<file path="config.mk">
export PLATFORM = sky130hd
export DESIGN_NAME = crp_front
export DESIGN_NICKNAME = d
export VERILOG_FILES = /design/src/sv/catmull_rom_path_eval_defines.svh /design/src/sv/crp_pkg.sv /design/src/sv/crp_front.sv
export SDC_FILE = /design/constraint.sdc
export NUM_CORES = 1
export LEC_CHECK = 0
export BUFFER_PORTS_ARGS = -buffer_cell sky130_fd_sc_hd__buf_2
export CORE_UTILIZATION = 40
export CTS_CLUSTER_DIAMETER = 120
export DETAILED_ROUTE_END_ITERATION = 10
export PLACE_DENSITY_LB_ADDON = 0.05
export SKIP_LAST_GASP = 1
export SLEW_MARGIN = 20
export SYNTH_ARGS = -nofsm -noshare
export SYNTH_HDL_FRONTEND = slang
export SYNTH_SLANG_ARGS = --single-unit
</file>
<file path="constraint.sdc">
create_clock -name clk -period 24.4 [get_ports clk]
set_input_delay 1.22 -clock clk [delete_from_list [all_inputs] [get_ports clk]]
set_output_delay 1.22 -clock clk [all_outputs]
set_load 0.01 [all_outputs]
</file>
<file path="src/sv/catmull_rom_path_eval_defines.svh">
// Assertion macros shared by the path evaluator modules.
// Depends on nothing; taken in by `include where assertions are written.
`ifndef CATMULL_ROM_PATH_EVAL_DEFINES_SVH
`define CATMULL_ROM_PATH_EVAL_DEFINES_SVH

// Assert that a condition implies a consequence in the same cycle.
`define CRP_ASSERT_IMPL(label, clk, rst_n, cond, cons, msg) \
  label: assert property (@(posedge clk) disable iff (!rst_n) (cond) |-> (cons)) \
    else $error(msg);

// Assert that a condition implies a consequence in the next cycle.
`define CRP_ASSERT_NEXT(label, clk, rst_n, cond, cons, msg) \
  label: assert property (@(posedge clk) disable iff (!rst_n) (cond) |=> (cons)) \
    else $error(msg);

`endif

</file>
<file path="src/sv/crp_pkg.sv">
// Shared types and constants for the Catmull-Rom path evaluator.
// No dependencies.
`timescale 1ns / 1ps
package crp_pkg;
  localparam int unsigned CountWidth = 7;
  localparam int unsigned PtWidth    = 18;

  typedef enum logic {
    CMD_WRITE = 1'b0,
    CMD_EVAL  = 1'b1
  } cmd_t;

  // Kind of evaluation the front end classified.
  typedef enum logic [1:0] {
    EV_ZERO   = 2'd0,
    EV_SINGLE = 2'd1,
    EV_CURVE  = 2'd2
  } ev_kind_t;
endpackage

</file>
<file path="src/sv/crp_front.sv">
// Front end: takes requests, classifies evaluations and computes segment,
// neighbour indices and local t. Uses crp_pkg.
`timescale 1ns / 1ps
module crp_front #(
  parameter int unsigned MAX_POINTS  = 64,
  parameter int unsigned T_FRAC_BITS = 16,
  parameter int unsigned IDX_W       = 6
) (
  input  logic                             clk,
  input  logic                             rst_n,
  input  logic                             take,
  input  logic                             cmd,
  input  logic [crp_pkg::PtWidth-1:0]      param_t,
  input  logic [crp_pkg::CountWidth-1:0]   point_count,
  output logic                             q_valid_r,
  output crp_pkg::ev_kind_t                q_kind_r,
  output logic [IDX_W-1:0]                 q_i0_r,
  output logic [IDX_W-1:0]                 q_i1_r,
  output logic [IDX_W-1:0]                 q_i2_r,
  output logic [IDX_W-1:0]                 q_i3_r,
  output logic [T_FRAC_BITS:0]             q_u_r
);
  localparam int unsigned NW = (crp_pkg::CountWidth > IDX_W + 1) ?
                               crp_pkg::CountWidth : IDX_W + 1;
  localparam int unsigned SW = T_FRAC_BITS + 1 + NW;

  logic [NW-1:0]          n_c, segs_c;
  logic [T_FRAC_BITS:0]   t_c;
  logic [SW-1:0]          scaled_c;
  logic [NW-1:0]          seg_c, s_c;
  logic [T_FRAC_BITS:0]   u_c;
  logic [NW-1:0]          i0_c, i2_c, i3_c;
  crp_pkg::ev_kind_t      kind_c;

  // Clamp count and t, find segment and neighbours, classify the kind.
  always_comb begin
    n_c = NW'(point_count);
    if (n_c > NW'(MAX_POINTS)) begin
      n_c = NW'(MAX_POINTS);
    end
    segs_c = n_c - NW'(1);
    if (param_t[crp_pkg::PtWidth-1]) begin
      t_c = '0;
    end else if (32'(param_t[crp_pkg::PtWidth-2:0]) > 32'(1 << T_FRAC_BITS)) begin
      t_c = (T_FRAC_BITS+1)'(1 << T_FRAC_BITS);
    end else begin
      t_c = (T_FRAC_BITS+1)'(param_t[crp_pkg::PtWidth-2:0]);
    end
    scaled_c = SW'(t_c) * SW'(segs_c);
    seg_c    = NW'(scaled_c >> T_FRAC_BITS);
    if (seg_c >= segs_c) begin
      s_c = segs_c - NW'(1);
      u_c = (T_FRAC_BITS+1)'(1 << T_FRAC_BITS);
    end else begin
      s_c = seg_c;
      u_c = {1'b0, scaled_c[T_FRAC_BITS-1:0]};
    end
    i0_c = (s_c == '0) ? '0 : s_c - NW'(1);
    i2_c = (s_c + NW'(1) > segs_c) ? segs_c : s_c + NW'(1);
    i3_c = (s_c + NW'(2) > segs_c) ? segs_c : s_c + NW'(2);
    if (n_c == '0) begin
      kind_c = crp_pkg::EV_ZERO;
    end else if (n_c == NW'(1)) begin
      kind_c = crp_pkg::EV_SINGLE;
    end else begin
      kind_c = crp_pkg::EV_CURVE;
    end
  end

  // Register the classified request.
  always_ff @(posedge clk) begin
    if (!rst_n) begin
      q_valid_r <= 1'b0;
    end else begin
      q_valid_r <= take && (cmd == crp_pkg::CMD_EVAL);
    end
    q_kind_r <= kind_c;
    q_u_r    <= u_c;
    if (kind_c == crp_pkg::EV_CURVE) begin
      q_i0_r <= IDX_W'(i0_c);
      q_i1_r <= IDX_W'(s_c);
      q_i2_r <= IDX_W'(i2_c);
      q_i3_r <= IDX_W'(i3_c);
    end else begin
      q_i0_r <= '0;
      q_i1_r <= '0;
      q_i2_r <= '0;
      q_i3_r <= '0;
    end
  end
endmodule

</file>
Word level (Yosys, flattened, before mapping)
Index checks and enable logic that the tools add are counted.
{"block": "word_totals", "reg_bits": 44, "in_bits": 29, "output_inout_bits": 44, "elab_cells": 35}
{"block": "classes", "addsub": 5, "n_mul": 1, "order_cmp": 5, "eq_ne": 2, "mux": 9, "bitwise_logic": 1, "reduce_logical": 4}
{"cell": "17-bit 2-to-1 mux", "count": 3}
{"cell": "17-bit by 7-bit multiplier with 23-bit output", "count": 1}
{"cell": "17-bit greater-than comparator, second input constant", "count": 1}
{"cell": "7-bit greater-than comparator", "count": 2}
{"cell": "7-bit zero test", "count": 2}
{"cell": "7-bit 2-to-1 mux", "count": 2}
{"cell": "7-bit by 1-bit subtractor with 7-bit output, second input constant", "count": 2}
{"cell": "6-bit 2-to-1 mux", "count": 2}
{"cell": "7-bit by 1-bit adder with 7-bit output, second input constant", "count": 1}
{"cell": "7-bit by 2-bit adder with 7-bit output, second input constant", "count": 1}
{"cell": "7-bit by 1-bit == test with 1-bit output, second input constant", "count": 1}
{"cell": "7-bit greater-or-equal comparator", "count": 1}
{"cell": "7-bit greater-than comparator, second input constant", "count": 1}
{"cell": "6-bit by 1-bit subtractor with 6-bit output, second input constant", "count": 1}
{"cell": "2-bit 2-to-1 mux", "count": 2}
{"cell": "2-bit == test, second input constant", "count": 1}
{"cell": "2-bit OR reduction", "count": 1}
{"cell": "1-bit logical AND", "count": 1}
{"cell": "1-bit NOT", "count": 1}

Longest topological paths before layout
{"block": "logic_depth", "depth_word": 9, "ltp_mapped": 49, "depth_no_buf": 44}

Worst setup path after synthesis
Ideal clock, no wire load.
{"block": "synth_path", "kind": "in2reg", "start": "input port point_count[6] in the netlist's numbering", "end": "register q_i3_r[2]", "setup_time_ps": 128, "arrival_time_ps": 11233, "required_time_ps": 24272, "setup_slack_ps": 13039, "stages": 45, "n_path_buf": 7, "path_cell_list": "nand2b_1 clkbuf_1 clkbuf_1 ha_1 nand2_1 mux2_2 o22a_1 clkbuf_1 inv_1 buf_1 nor2_1 fa_1 fa_1 fa_1 inv_1 fa_1 inv_1 ha_1 [9 not listed] nor3b_1 o21ai_0 nand2_1 clkbuf_1 mux2i_1 inv_1 ha_1 nand3_1 xor2_1 ha_1 and4_1 o21ai_0 nand2_1 o21ai_0 clkbuf_1 nor2_1 a21oi_1 nor2_1"}
{"block": "synth_between", "elab_chain_cells": 9, "elab_cells_between_ends": 15, "cone_classes": "add/sub: 3; mul: 1; order compare: 3; eq/ne: 2; mux: 5; reduce/logical: 1"}
{"element": "start, declared", "line_no": "crp_front.sv:14", "source": "input logic [crp_pkg::CountWidth-1:0] point_count,"}
{"element": "7-bit greater-than comparator", "line_no": "crp_front.sv:38", "source": "if (n_c > NW'(MAX_POINTS)) begin"}
{"element": "7-bit 2-to-1 mux (*)", "line_no": "crp_front.sv:38"}
{"element": "7-bit by 1-bit subtractor with 7-bit output (*)", "line_no": "crp_front.sv:41", "source": "segs_c = n_c - NW'(1);"}
{"element": "17-bit by 7-bit multiplier with 23-bit output", "line_no": "crp_front.sv:49", "source": "scaled_c = SW'(t_c) * SW'(segs_c);"}
{"element": "7-bit greater-or-equal comparator", "line_no": "crp_front.sv:51", "source": "if (seg_c >= segs_c) begin"}
{"element": "7-bit 2-to-1 mux (*)", "line_no": "crp_front.sv:51"}
{"element": "via s_c[1]", "line_no": "crp_front.sv:30", "source": "logic [NW-1:0] seg_c, s_c;"}
{"element": "7-bit by 2-bit adder with 7-bit output (*)", "line_no": "crp_front.sv:60", "source": "i3_c = (s_c + NW'(2) > segs_c) ? segs_c : s_c + NW'(2);"}
{"element": "7-bit greater-than comparator", "line_no": "crp_front.sv:60"}
{"element": "6-bit 2-to-1 mux (*)", "line_no": "crp_front.sv:60"}
{"element": "end signal, assigned", "line_no": "crp_front.sv:83", "source": "q_i3_r <= IDX_W'(i3_c);"}
{"element": "end, declared", "line_no": "crp_front.sv:20", "source": "output logic [IDX_W-1:0] q_i3_r,"}
Mark *: on every way through the listed nets, which the timed path passes. The rest lies on a longest branch.
A chain may end at the register's enable or synchronous reset.

Final worst setup path
{"block": "layout_path", "start": "input port point_count[6] in the netlist's numbering", "end": "register q_i2_r[3]"}
{"block": "layout_between", "elab_chain_cells": 9, "elab_cells_between_ends": 15, "cone_classes": "add/sub: 3; mul: 1; order compare: 3; eq/ne: 2; mux: 5; reduce/logical: 1"}
{"element": "7-bit greater-than comparator", "line_no": "crp_front.sv:38"}
{"element": "7-bit 2-to-1 mux (*)", "line_no": "crp_front.sv:38"}
{"element": "7-bit by 1-bit subtractor with 7-bit output (*)", "line_no": "crp_front.sv:41"}
{"element": "17-bit by 7-bit multiplier with 23-bit output", "line_no": "crp_front.sv:49"}
{"element": "7-bit greater-or-equal comparator", "line_no": "crp_front.sv:51"}
{"element": "7-bit 2-to-1 mux (*)", "line_no": "crp_front.sv:51"}
{"element": "via s_c[0]", "line_no": "crp_front.sv:30"}
{"element": "7-bit by 1-bit adder with 7-bit output (*)", "line_no": "crp_front.sv:59", "source": "i2_c = (s_c + NW'(1) > segs_c) ? segs_c : s_c + NW'(1);"}
{"element": "7-bit greater-than comparator", "line_no": "crp_front.sv:59"}
{"element": "6-bit 2-to-1 mux (*)", "line_no": "crp_front.sv:59"}
{"element": "end signal, assigned", "line_no": "crp_front.sv:82", "source": "q_i2_r <= IDX_W'(i2_c);"}
{"element": "end, declared", "line_no": "crp_front.sv:19", "source": "output logic [IDX_W-1:0] q_i2_r,"}
Marks and branches as above.

==> results.md <==
* Number of failing setup endpoints in the final timing report at 0
* Total cell area at the placement stage at 0.00659 mm²
* Total routing usage reported by global routing at 21.8%
* Number of diodes added for antenna fixing at 0
* Number of cell rows at 44
* Worst Path Class, Setup: in2reg
* Hold Path Sink: q_valid_r$_SDFF_PN0_
* Starting density of the core at 41.4%
* Vias in the first global route at 5156
* Depth of the worst hold-timing path at 2
* Number of clock sinks at 44
* Switching portion of total power at 43.8%
* Cells after Synth at 732
* Switching power of the nets at 0.000200 W
* Starting DRC count in detailed routing at 325
* Share of flip-flops with an asynchronous set or reset after synthesis at 0%
* Antenna violations before repair at 0
* Maximum number of pins on one net before global-route repair at 38
* Failing checks: design-rule violations
* Average wire length per cell after detail routing at 16.9 µm
* CP dominant cell by count: sky130_fd_sc_hd__ha_1
* Number of setup buffers added after CTS at 0
* Master of the slowest instance on the critical path: sky130_fd_sc_hd__clkinv_1
* TritonCTS clock tree: yes
* Final Cycle Share at 52.0%
* Total global routing overflow at 0
* Post-Layout Inst Area at 0.00676 mm²
* Height of the die at 125 µm
* Number of buffers created by CTS at 5
* Share of synthesized area occupied by flip-flops and latches at 14.5%
* Final min period at 12.68 ns
* Nature of the critical path startpoint: input port
* Area growth, synth to finish at 11.5%
* Core area at 0.0146 mm²
* Die Area at 0.0156 mm²
* Unrepaired setup endpoints after global routing: no
* Crit-path max FO at 19
* Buf+Inv Stages, Crit Path at 8
* Highest-count cells in the layout ignoring fill and taps: sky130_fd_sc_hd__nor2_1, sky130_fd_sc_hd__inv_1, sky130_fd_sc_hd__ha_1
* Via-to-Cell Ratio at 5.33
* Clock network fraction of total power at 17.8%
* Number of endpoints with negative hold slack in the final report at 0
* Cell class contributing the biggest share of worst-path delay: adder cells
* Data arrival time of the critical path at 12.85 ns
* Delay of the slowest cell on the worst path at 0.78 ns
* Hold Path Class: in2reg
* Combinational Power Share at 58.9%
* Leakage at 3.51 nW
* RePlAce Congestion at 0.870
* Ratio of cells with drive above 1 in the final layout at 13.4%
* Power per cell area at 67.7 mW/mm²
* Final Max Slew Viols at 0
* Distinct cell type count after synthesis at 62
* Total internal power at 0.000257 W
* Pin slew with the least headroom to its limit at 0.884 ns
* Hold bufs inserted after CTS at 0
* # Max-Cap Violations at 0
* Number of top-level design ports at 73
* Deepest clock path buffer count at 2
* Avg Cell Area, Syn at 8.27 µm²
* Remaining DRCs at 12
* Worst min-delay path startpoint: cmd
* HPWL after detailed placement at 13100 µm
* Type of element capturing the critical path: flip-flop
* Synthesis Warnings at 0
* Die width at 125 µm
* Syn_nets at 908
* Count of cells resized by post-cts repair at 0
* Summed instance area of the synthesized netlist at 0.00606 mm²
* Clock-pin transition on the worst setup and hold timing paths at 0.07 ns
* Number of input and output port buffers inserted at 72
* Global-route wire length before repair at 26900 µm
* Most frequent standard cell in the layout excluding fill and tap cells: sky130_fd_sc_hd__nor2_1
* Total vias in the final route at 5208
* Main synth FF type: sky130_fd_sc_hd__dfxtp_1
* Nets@finish at 969
* Critical Path RT at 24.57 ns
* Root cell of the clock tree: sky130_fd_sc_hd__clkbuf_16
* Sum of routed wire length over all layers at 16600 µm
* Total Neg Setup Slack at 0 ns
* Worst slew margin relative to its limit at 40.7%
* Run status: finished, violations left
* Number of flip-flops and latches in the synthesized netlist at 44
* Maximum achievable frequency at 0.0789 GHz
* Number of flops mapped to enable cells by yosys at 0
* First-pass iteration count of the detailed router at 8
* Sequential share of power at 23.3%
* # H-tree levels at 2
* Largest vdd supply drop at 0.0422 mV
* Count of antenna-violating nets left after detailed routing at 0
-- per-stage QoR --
step	hold slack [ns]	power [W]	cells	setup slack [ns]	util, %
2_1_floorplan	1.37	0.000298	732	13.04	-
3_3_place_gp	1.45	0.000376	970	11.99	45.0
3_5_place_dp	1.45	0.000378	970	11.47	45.0
4_1_cts	1.15	0.000461	978	11.73	46.1
5_1_grt	1.17	0.000499	978	10.68	46.1
6_report	1.15	0.000457	978	11.72	46.1
-- cells in the mapped netlist (7+ instances only) --
| cell type | count | area (µm²) |
|---|---|---|
| sky130_fd_sc_hd__xnor2_1 | 18 | 158 |
| sky130_fd_sc_hd__and2_1 | 13 | 81.3 |
| sky130_fd_sc_hd__fa_1 | 73 | 1460 |
| sky130_fd_sc_hd__ha_1 | 74 | 926 |
| sky130_fd_sc_hd__nor2_1 | 137 | 514 |
| sky130_fd_sc_hd__a211oi_1 | 9 | 67.6 |
| sky130_fd_sc_hd__clkbuf_1 | 15 | 56.3 |
| sky130_fd_sc_hd__xor2_1 | 15 | 131 |
| sky130_fd_sc_hd__nand3_1 | 23 | 115 |
| sky130_fd_sc_hd__nor2b_1 | 8 | 50.1 |
| sky130_fd_sc_hd__dfxtp_1 | 44 | 881 |
| sky130_fd_sc_hd__nand2_1 | 55 | 206 |
| sky130_fd_sc_hd__nand2b_1 | 7 | 43.8 |
| sky130_fd_sc_hd__inv_1 | 89 | 334 |
| sky130_fd_sc_hd__a21oi_1 | 29 | 145 |
| sky130_fd_sc_hd__o21ai_0 | 23 | 115 |
-- kinds of logic (layout without fill, tap and decap cells) --
group,count (synthesis),in the layout,share of synthesized area [%]
AND/OR/NAND/NOR,280,280,21.3
adder cells (fa/ha/maj),147,147,39.4
buffers and inverters,118,180,7.60
AO/OA/AOI/OAI,106,106,11.7
flip-flops,44,44,14.5
XOR/XNOR,33,33,4.77
multiplexers,4,4,0.723
-- area by class of cell --
cell class                 instances  area, µm²
sequential                        44        881
timing repair buffer              77        398
multi-input combinational        570       4720
clock inverter                     3       46.3
fill                            1485       7890
inverter                          95        357
tap                              184        230
clock buffer                       5        125
-- flip-flops by register name (all words and copies together), names as in the netlist --
name and flops:
q_i3_r 6, q_i0_r 6, q_u_r 17, q_kind_r 2, q_i2_r 6, q_i1_r 6, q_valid_r 1
-- routing by layer --
layer / track usage (%) / share of wire, %
met1: 29.6 / 46
met2: 36.0 / 47
met3: 3.08 / 5.4
met4: 7.03 / 2.3
met5: 0 / 0
-- power groups by stage --
stage	logic (W)	clock network, W	registers (W)
finish	0.000269	0.0000812	0.000107
CTS	0.000270	0.0000834	0.000107
global placement	0.000268	0	0.000108
detailed placement	0.000269	0	0.000109
floorplan	0.000173	0	0.000125
global route	0.000302	0.0000867	0.000110
-- worst max path at each step --
stage          cells after the start      startpoint                   end  slack, ns
2_1_floorplan                     45  point_count[6]  q_i3_r[2]$_SDFF_PP0_      13.04
3_3_place_gp                      40  point_count[6]  q_i2_r[3]$_SDFF_PP0_      11.99
3_5_place_dp                      40  point_count[6]  q_i2_r[3]$_SDFF_PP0_      11.47
4_1_cts                           40  point_count[6]  q_i2_r[3]$_SDFF_PP0_      11.73
5_1_grt                           40  point_count[6]  q_i2_r[3]$_SDFF_PP0_      10.68
6_report                          40  point_count[6]  q_i2_r[3]$_SDFF_PP0_      11.72
Power figures use the tool's default switching activity.
